**src/design/oaids_pkg.sv**
```systemverilog
`default_nettype none
package oaids_pkg;

	localparam int DEF_CAPACITY   = 128;
	localparam int DEF_WORD_WIDTH = 32;

	// Stream widths: tdata fields packed from bit 0 up, padded to whole bytes.
	localparam int IN_TDATA_W  = 48;
	localparam int OUT_TDATA_W = 48;
	localparam int TUSER_W     = 3;

	typedef enum logic [2:0] {
		ACT_CLEAR  = 3'd0,
		ACT_APPEND = 3'd1,
		ACT_READ   = 3'd2,
		ACT_INSERT = 3'd3,
		ACT_DELETE = 3'd4,
		ACT_SEARCH = 3'd5
	} act_t;

	typedef enum logic [2:0] {
		ST_OK       = 3'd0,
		ST_EMPTY    = 3'd1,
		ST_FULL     = 3'd2,
		ST_BADPOS   = 3'd3,
		ST_NOTFOUND = 3'd4
	} status_t;

	typedef enum logic [2:0] {
		S_IDLE,
		S_DECIDE,
		S_SCAN,
		S_PUT,
		S_FINISH
	} ctrl_state_t;

	typedef struct packed {
		status_t     status;
		logic [31:0] read_value;
		logic [7:0]  found_position;
		logic [7:0]  element_count;
	} res_t;

endpackage
`default_nettype wire

```
**src/design/oaids_ram.sv**
```systemverilog
`default_nettype none
module oaids_ram #(
	parameter int DEPTH = 128,
	parameter int WIDTH = 32
) (
	input  wire                      clk,
	input  wire                      we,
	input  wire [$clog2(DEPTH)-1:0]  waddr,
	input  wire [WIDTH-1:0]          wdata,
	input  wire                      re,
	input  wire [$clog2(DEPTH)-1:0]  raddr,
	output logic [WIDTH-1:0]         rdata
);

	logic [WIDTH-1:0] mem [DEPTH];

	always_ff @(posedge clk) begin
		if (we) begin
			mem[waddr] <= wdata;
		end
	end

	always_ff @(posedge clk) begin
		if (re) begin
			rdata <= mem[raddr];
		end
	end

endmodule
`default_nettype wire

```
**src/design/oaids_ctrl.sv**
```systemverilog
`default_nettype none
module oaids_ctrl #(
	parameter int CAPACITY   = 128,
	parameter int WORD_WIDTH = 32
) (
	input  wire                 clk,
	input  wire                 arst_n,
	input  wire                 in_valid,
	output logic                in_ready,
	input  wire [2:0]           in_action,
	input  wire [7:0]           in_pos,
	input  wire [31:0]          in_value,
	input  wire                 out_free,
	output logic                res_valid,
	output oaids_pkg::res_t     res
);
	import oaids_pkg::*;

	localparam int AW = $clog2(CAPACITY);
	localparam int CW = $clog2(CAPACITY + 1);
	localparam int XW = (CW > 8) ? CW : 8;
	localparam int VW = (WORD_WIDTH < 32) ? WORD_WIDTH : 32;

	ctrl_state_t state_q, state_d;

	logic [2:0]      act_q;
	logic [7:0]      pos_q;
	logic [31:0]     val_q;
	logic [CW-1:0]   count_q, count_d;

	logic [AW-1:0]   rd_idx_q, rd_idx_d;
	logic [AW-1:0]   rd_last_q, rd_last_d;
	logic            rd_more_q, rd_more_d;
	logic            vld_s1, vld_d;
	logic [AW-1:0]   addr_s1;

	status_t         status_q, status_d;
	logic [31:0]     rdval_q, rdval_d;
	logic [7:0]      found_q, found_d;

	logic            mem_we, mem_re;
	logic [AW-1:0]   mem_waddr;
	logic [WORD_WIDTH-1:0] mem_wdata, mem_rdata;

	logic [XW-1:0]   pos_x, cnt_x, p0_x, found_x;
	logic [AW-1:0]   p0, cnt_m1;
	logic            is_full, is_empty, pos_in_count, pos_in_insert, scan_down;
	logic [WORD_WIDTH-1:0] word_in;

	assign pos_x  = XW'(pos_q);
	assign cnt_x  = XW'(count_q);
	assign p0_x   = pos_x - XW'(1);
	assign p0     = p0_x[AW-1:0];
	assign cnt_m1 = AW'(count_q - CW'(1));
	assign found_x = XW'(addr_s1) + XW'(1);

	assign is_full       = (count_q == CW'(CAPACITY));
	assign is_empty      = (count_q == '0);
	assign pos_in_count  = (pos_q != 8'd0) && (pos_x <= cnt_x);
	assign pos_in_insert = (pos_q != 8'd0) && (pos_x <= cnt_x + XW'(1));
	assign scan_down     = (act_q == ACT_INSERT);

	// Stored words keep only their low bits; the same cut applies to the search key.
	assign word_in = WORD_WIDTH'(val_q[VW-1:0]);

	oaids_ram #(
		.DEPTH (CAPACITY),
		.WIDTH (WORD_WIDTH)
	) u_ram (
		.clk   (clk),
		.we    (mem_we),
		.waddr (mem_waddr),
		.wdata (mem_wdata),
		.re    (mem_re),
		.raddr (rd_idx_q),
		.rdata (mem_rdata)
	);

	always_ff @(posedge clk or negedge arst_n) begin
		if (!arst_n) begin
			state_q   <= S_IDLE;
			count_q   <= '0;
			rd_more_q <= 1'b0;
			vld_s1    <= 1'b0;
		end else begin
			state_q   <= state_d;
			count_q   <= count_d;
			rd_more_q <= rd_more_d;
			vld_s1    <= vld_d;
		end
	end

	always_ff @(posedge clk) begin
		if (state_q == S_IDLE && in_valid) begin
			act_q <= in_action;
			pos_q <= in_pos;
			val_q <= in_value;
		end
		rd_idx_q  <= rd_idx_d;
		rd_last_q <= rd_last_d;
		addr_s1   <= rd_idx_q;
		status_q  <= status_d;
		rdval_q   <= rdval_d;
		found_q   <= found_d;
	end

	always_comb begin
		state_d   = state_q;
		count_d   = count_q;
		rd_idx_d  = rd_idx_q;
		rd_last_d = rd_last_q;
		rd_more_d = rd_more_q;
		vld_d     = 1'b0;
		status_d  = status_q;
		rdval_d   = rdval_q;
		found_d   = found_q;
		mem_we    = 1'b0;
		mem_waddr = p0;
		mem_wdata = word_in;
		mem_re    = 1'b0;
		in_ready  = 1'b0;
		res_valid = 1'b0;

		unique case (state_q)
			S_IDLE: begin
				in_ready = 1'b1;
				if (in_valid) begin
					state_d = S_DECIDE;
				end
			end
			S_DECIDE: begin
				state_d  = S_FINISH;
				status_d = ST_OK;
				rdval_d  = '0;
				found_d  = '0;
				unique case (act_q)
					ACT_CLEAR: begin
						count_d = '0;
					end
					ACT_APPEND: begin
						if (is_full) begin
							status_d = ST_FULL;
						end else begin
							mem_we    = 1'b1;
							mem_waddr = count_q[AW-1:0];
							count_d   = count_q + CW'(1);
						end
					end
					ACT_READ: begin
						if (is_empty) begin
							status_d = ST_EMPTY;
						end else if (!pos_in_count) begin
							status_d = ST_BADPOS;
						end else begin
							rd_idx_d  = p0;
							rd_last_d = p0;
							rd_more_d = 1'b1;
							state_d   = S_SCAN;
						end
					end
					ACT_INSERT: begin
						if (is_full) begin
							status_d = ST_FULL;
						end else if (!pos_in_insert) begin
							status_d = ST_BADPOS;
						end else if (p0_x == cnt_x) begin
							state_d = S_PUT;
						end else begin
							rd_idx_d  = cnt_m1;
							rd_last_d = p0;
							rd_more_d = 1'b1;
							state_d   = S_SCAN;
						end
					end
					ACT_DELETE: begin
						if (is_empty) begin
							status_d = ST_EMPTY;
						end else if (!pos_in_count) begin
							status_d = ST_BADPOS;
						end else if (p0 == cnt_m1) begin
							count_d = count_q - CW'(1);
						end else begin
							rd_idx_d  = p0 + AW'(1);
							rd_last_d = cnt_m1;
							rd_more_d = 1'b1;
							state_d   = S_SCAN;
						end
					end
					ACT_SEARCH: begin
						if (is_empty) begin
							status_d = ST_EMPTY;
						end else begin
							rd_idx_d  = '0;
							rd_last_d = cnt_m1;
							rd_more_d = 1'b1;
							state_d   = S_SCAN;
						end
					end
					default: begin
					end
				endcase
			end
			S_SCAN: begin
				// One read issued per cycle; the word read last cycle is used now.
				mem_re = rd_more_q;
				if (rd_more_q) begin
					if (rd_idx_q == rd_last_q) begin
						rd_more_d = 1'b0;
					end else if (scan_down) begin
						rd_idx_d = rd_idx_q - AW'(1);
					end else begin
						rd_idx_d = rd_idx_q + AW'(1);
					end
				end
				if (vld_s1) begin
					unique case (act_q)
						ACT_READ: begin
							rdval_d = 32'(mem_rdata[VW-1:0]);
							state_d = S_FINISH;
						end
						ACT_INSERT: begin
							mem_we    = 1'b1;
							mem_waddr = addr_s1 + AW'(1);
							mem_wdata = mem_rdata;
							if (!rd_more_q) begin
								state_d = S_PUT;
							end
						end
						ACT_DELETE: begin
							mem_we    = 1'b1;
							mem_waddr = addr_s1 - AW'(1);
							mem_wdata = mem_rdata;
							if (!rd_more_q) begin
								count_d = count_q - CW'(1);
								state_d = S_FINISH;
							end
						end
						default: begin
							if (mem_rdata == word_in) begin
								status_d = ST_OK;
								found_d  = found_x[7:0];
								state_d  = S_FINISH;
							end else if (!rd_more_q) begin
								status_d = ST_NOTFOUND;
								state_d  = S_FINISH;
							end
						end
					endcase
				end
				if (state_d != S_SCAN) begin
					rd_more_d = 1'b0;
				end else begin
					vld_d = rd_more_q;
				end
			end
			S_PUT: begin
				mem_we  = 1'b1;
				count_d = count_q + CW'(1);
				state_d = S_FINISH;
			end
			S_FINISH: begin
				res_valid = out_free;
				if (out_free) begin
					state_d = S_IDLE;
				end
			end
			default: begin
				state_d = S_IDLE;
			end
		endcase
	end

	logic [XW-1:0] cnt_out_x;
	assign cnt_out_x = XW'(count_q);

	assign res.status         = status_q;
	assign res.read_value     = rdval_q;
	assign res.found_position = found_q;
	assign res.element_count  = cnt_out_x[7:0];

	a_count_bound: assert property (@(posedge clk) disable iff (!arst_n)
		count_q <= CW'(CAPACITY))
		else $error("element count above capacity");

	a_count_idle: assert property (@(posedge clk) disable iff (!arst_n)
		state_q == S_IDLE |=> $stable(count_q))
		else $error("element count changed without a request in progress");

	a_pipe_scan: assert property (@(posedge clk) disable iff (!arst_n)
		vld_s1 |-> state_q == S_SCAN)
		else $error("read pipeline busy outside a scan");

	a_read_only_scan: assert property (@(posedge clk) disable iff (!arst_n)
		rd_more_q |-> state_q == S_SCAN)
		else $error("scan reads pending outside a scan");

endmodule
`default_nettype wire

```
**src/design/ordered_array_insert_delete_search.sv**
```systemverilog
// Channel | Dir | tdata (low bit up)                                      | tuser
// s_      | in  | position[7:0], value[39:8], zero[47:40]                 | action[2:0]
// m_      | out | read_value[31:0], found_position[39:32], count[47:40]   | status[2:0]
//
// Clear, append, unused codes and rejected requests go from decide straight to finish.
// Read scans one word; delete shifts later words down (none when the last word goes),
// insert shifts words up (none at the end) and puts the new word; search ends at a match.
// Reset clears the count, not the word memory, which needs no clearing pass.
// A result waits in the output register while the next item is taken and worked on; if
// m_tready stays low, the next result holds in its last cycle and no input is taken.
`default_nettype none
module ordered_array_insert_delete_search #(
	parameter int CAPACITY   = oaids_pkg::DEF_CAPACITY,
	parameter int WORD_WIDTH = oaids_pkg::DEF_WORD_WIDTH
) (
	input  wire                                clk,
	input  wire                                arst_n,
	input  wire                                s_tvalid,
	output logic                               s_tready,
	input  wire [oaids_pkg::IN_TDATA_W-1:0]    s_tdata,  // position, value, zero pad
	input  wire [oaids_pkg::TUSER_W-1:0]       s_tuser,  // action
	output logic                               m_tvalid,
	input  wire                                m_tready,
	output logic [oaids_pkg::OUT_TDATA_W-1:0]  m_tdata,  // read_value, found_position, count
	output logic [oaids_pkg::TUSER_W-1:0]      m_tuser   // status
);
	import oaids_pkg::*;

	logic  m_valid_q;
	res_t  res_q;
	res_t  res_c;
	logic  res_valid;
	logic  out_free;

	assign out_free = !m_valid_q || m_tready;

	oaids_ctrl #(
		.CAPACITY   (CAPACITY),
		.WORD_WIDTH (WORD_WIDTH)
	) u_ctrl (
		.clk       (clk),
		.arst_n    (arst_n),
		.in_valid  (s_tvalid),
		.in_ready  (s_tready),
		.in_action (s_tuser),
		.in_pos    (s_tdata[7:0]),
		.in_value  (s_tdata[39:8]),
		.out_free  (out_free),
		.res_valid (res_valid),
		.res       (res_c)
	);

	always_ff @(posedge clk or negedge arst_n) begin
		if (!arst_n) begin
			m_valid_q <= 1'b0;
		end else if (out_free) begin
			m_valid_q <= res_valid;
		end
	end

	always_ff @(posedge clk) begin
		if (res_valid) begin
			res_q <= res_c;
		end
	end

	assign m_tvalid = m_valid_q;
	assign m_tuser  = res_q.status;
	assign m_tdata  = {res_q.element_count, res_q.found_position, res_q.read_value};

endmodule
`default_nettype wire

```
**config.mk**
```make
export PLATFORM = sky130hd
export DESIGN_NAME = ordered_array_insert_delete_search
export DESIGN_NICKNAME = d
export VERILOG_FILES = /design/src/design/oaids_pkg.sv /design/src/design/oaids_ram.sv /design/src/design/oaids_ctrl.sv /design/src/design/ordered_array_insert_delete_search.sv
export SDC_FILE = /design/constraint.sdc
export NUM_CORES = 2
export LEC_CHECK = 0
export ABC_CLOCK_PERIOD_IN_PS = 7300
export BUFFER_PORTS_ARGS = -buffer_cell sky130_fd_sc_hd__buf_2
export CORE_MARGIN = 2
export CORE_UTILIZATION = 25
export DETAILED_ROUTE_END_ITERATION = 10
export HOLD_SLACK_MARGIN = 0.06
export PLACE_DENSITY_LB_ADDON = 0.25
export SLEW_MARGIN = 5
export SYNTH_ARGS = -nofsm -noshare
export SYNTH_HDL_FRONTEND = slang
export SYNTH_SLANG_ARGS = --single-unit
export TNS_END_PERCENT = 100
```
**constraint.sdc**
```tcl
create_clock -name clk -period 7.3 [get_ports clk]
set_input_delay 1.46 -clock clk [delete_from_list [all_inputs] [get_ports clk]]
set_output_delay 1.46 -clock clk [all_outputs]
set_load 0.01 [all_outputs]
```
==> results.toml <==
[outcome]
status = "complete, no violations"

[power]
pwr_density_cell_mw_per_mm2 = 342
ir_worst_vdd_mv = 0.227
p_clk_share_pct = 33.0
sequentialPowerShare_pct = 44.4
switching_share_pct = 29.5
intPower_mw = 46.9
pwr-share-comb_pct = 22.5
leakage_nw = 58.2
p_switching_mw = 19.6
power_mw = 66.6

[detailed_routing]
post-route-drc-count = 0
ant_nets = 0
vias = 76705
finalWirelength_mm = 479
wire_per_inst_um = 28.9
avgViaCountPerCell = 4.63
drt_iter0_drc = 8604
firstDrtPassIters = 5

[setup_path]
crit_path_start_kind = "flip-flop"
timing.rr.start = "u_ctrl.act_q[0]"
crit_required_ns = 7.93
worst_setup_path_end_kind = "flip-flop"
startpoint = "u_ctrl.act_q[0]"
r2r_end = "u_ctrl.u_ram.mem[37][0]"
reg2reg_depth = 12
r2r_slack_ns = 1.65
arrival_ns = 6.29
cp_max_fo = 32
timing_worst_setup_path_type = "reg -> reg"

[global_routing]
grt_pass1_wl_mm = 653
first_global_vias = 79505
grt_max_degree = 98
overflow = 0
top_usage_layer = "met2"
grt_use_met1_pct = 19.0
grtUsageTotal_pct = 13.8
grt_use_met3_pct = 2.16
use_met2_pct = 23.0
antenna_found_initial = 32

[logic_synthesis]
async_flop_share_pct = 0.326
synth_ff_type = "edfxtp_1"
ys_types = 83
seq_area_frac_synth_pct = 77.4
syn_avg_cell_area_um2 = 24.2
synth_edf_count = 4279
synth-seq-cells = 4300
syn_area_mm2 = 0.167
yosysWarnings = 0
synth_cells = 6889
synth_fp_nets = 6978

[timing]
rsz0062_at_grt = "no"
finalMaxSlewViolations = 0
tightest_slew_ns = 1.39
fmax_mhz = 177
setup_violations = 0
setup_ws_ns = 1.65
fin_hold_ws_ns = 0.363
max_slew_margin_pct = 4.86
finalHoldViolations = 0
finalSetupTns_ns = 0
finClkSkew_ns = 0.0632
fin_crit_sh_pct = 77.5
fin_crit_ns = 5.65

[die]
core_area_mm2 = 0.664
die_area_mm2 = 0.673
dieHeight_um = 820
rows = 299
io_pins = 108
start_util_pct = 25.1
fp.dieW_um = 820

[clocking]
cts_hold_buf = 0
cts_tree = "built"
cts_buffers = 441
htree_levels = 5
cts_resized = 0
cts_buffer_depth = 4
clk_latency_ns = 1.04
post-cts-setup-buffers = 0
cts_root_buf = "clkbuf_16"
clk_pin_slew_worst_paths_ns = 0.06
cts.sinks = 4300

[placement]
hpwl_mm = 267
placedInstanceArea_mm2 = 0.180
gp_congestion = 0.845
pre_cts_ws_ns = 1.81
numPortBuffers = 99

[finish]
register_area_mm2 = 0.129
final.fill_count = 64086
area_delta_synth_final_pct = 16.7
drive_gt1_share_pct = 32.7
final_nets = 7386
fin_area_mm2 = 0.195
multi_input_area_mm2 = 0.0374

[flow_run]
cap_violations = 0

[min_path]
hp-class = "in -> async"
[critical path: stages (launching register included)]
cell and delay (ns):
edfxtp_1 0.60, or3b_2 0.75, inv_1 0.23, buf_4 0.26, ha_1 0.26, a21o_1 0.19
a21oi_1 0.26, xnor2_1 0.12, a221oi_1 0.81, and3_1 0.43, nand2_1 0.35, nor4_2 0.26
buf_4 0.60
[Yosys cell counts, types with 4 or more instances]
| library cell | number | area (um2) |
|---|---|---|
| nor4_2 | 28 | 350 |
| buf_6 | 13 | 146 |
| o32ai_1 | 4 | 35.0 |
| o21bai_1 | 7 | 52.6 |
| nand3_1 | 14 | 70.1 |
| o21ai_0 | 16 | 80.1 |
| nor3_2 | 8 | 80.1 |
| nor3b_1 | 7 | 52.6 |
| inv_1 | 22 | 82.6 |
| a211oi_1 | 69 | 518 |
| mux4_2 | 1312 | 29500 |
| nand2b_1 | 11 | 68.8 |
| edfxtp_1 | 4279 | 128000 |
| nor4b_1 | 4 | 35.0 |
| nor2_1 | 27 | 101 |
| nor2b_1 | 10 | 62.6 |
| a22oi_1 | 34 | 255 |
| xor2_1 | 49 | 429 |
| o22ai_1 | 10 | 62.6 |
| xnor2_1 | 35 | 307 |
| o21a_1 | 41 | 308 |
| buf_1 | 46 | 173 |
| nor4_1 | 51 | 319 |
| mux2i_1 | 72 | 721 |
| dfrtp_1 | 14 | 350 |
| a21oi_1 | 36 | 180 |
| ha_1 | 32 | 400 |
| nor3_1 | 19 | 95.1 |
| or3_1 | 4 | 25.0 |
| or2_2 | 4 | 25.0 |
| nand2_1 | 150 | 563 |
| and3_1 | 13 | 81.3 |
| dfxtp_1 | 7 | 140 |
| clkbuf_1 | 186 | 698 |
| and2_1 | 37 | 231 |
| buf_2 | 139 | 696 |
| nand4_1 | 7 | 43.8 |
| a21o_1 | 6 | 45.0 |
[power groups by stage]
stage | Sequential [mW] | Combinational (mW) | Clock [mW]
after floorplan | 30.0 | 8.82 | 0
final | 29.6 | 15.0 | 22.0
after detailed placement | 30.1 | 15.3 | 0
after global routing | 29.6 | 15.8 | 23.4
after global placement | 30.1 | 15.0 | 0
after CTS | 29.6 | 15.3 | 22.5
[registers in the layout (all words and copies together), names as in the netlist]
name and flops:
u_ctrl.u_ram.rdata 32, m_tvalid 1, u_ctrl.cnt_out_x 8, u_ctrl.state_q 3
u_ctrl.rd_idx_q 7, u_ctrl.addr_s1 7, u_ctrl.act_q 3, u_ctrl.rd_more_q 1
u_ctrl.status_q 3, m_tuser 3, u_ctrl.vld_s1 1, m_tdata 48
u_ctrl.found_q 8, u_ctrl.u_ram.mem 4096, u_ctrl.val_q 32, u_ctrl.rdval_q 32
u_ctrl.rd_last_q 7, u_ctrl.pos_q 8
[final cells by class]
type	instances	area share (%)
clock buffer	525	5.93
sequential	4300	66.3
tap	8879	5.71
timing repair buffer	353	1.47
multi-input combinational	2179	19.3
inverter	22	0.0425
clock inverter	290	1.26
antenna	15	0.0193
[cells by family after synthesis]
kind of cell,Yosys count,share of synthesized area (%)
compound gates,262,1.16
xor+xnor,86,0.469
simple gates,410,1.42
flops,4300,77.4
fa+ha+maj,34,0.264
buf+inv,410,1.09
mux,1387,18.2
[routing by layer]
layer	wire (um)	vias to the layer above	part of all wire (%)
li1	-	30684	-
met1	208000	42849	43
met2	232000	2543	48
met3	27000	627	5.6
met4	11900	2	2.5
met5	138	-	0.029
[placed cells by master, fill, tap and decap left out, types with 34 or more instances in the layout]
cell type and n:
clkbuf_1 75, and2_1 35, nand2_1 118, nor4_2 36, xor2_1 49, clkinv_2 102, clkbuf_16 449, xnor2_1 35
mux2i_1 71, buf_4 217, a211oi_4 64, a22oi_1 34, buf_12 35, clkinv_1 104, a21oi_1 35, edfxtp_1 4279
buf_2 99, mux4_2 1312, o21a_1 40
[how the worst max path moves through the flow]
stage          slack (ns)  cells past startpoint                   endpoint
2_1_floorplan        0.26                     14    u_ctrl.u_ram.mem[32][0]
3_3_place_gp         1.82                     12    u_ctrl.u_ram.mem[37][7]
3_5_place_dp         1.81                     12   u_ctrl.u_ram.mem[37][26]
4_1_cts              1.79                     12  u_ctrl.u_ram.mem[102][27]
5_1_grt              1.53                     12    u_ctrl.u_ram.mem[37][0]
6_report             1.65                     12    u_ctrl.u_ram.mem[37][0]
[through the flow]
step,instances,util [%]
detailed placement,15733,27.2
finish,16563,29.3
global placement,15731,27.2
global route,16549,29.3
floorplan,6889,-
CTS,16548,29.3
Power figures use the tool's default switching activity.
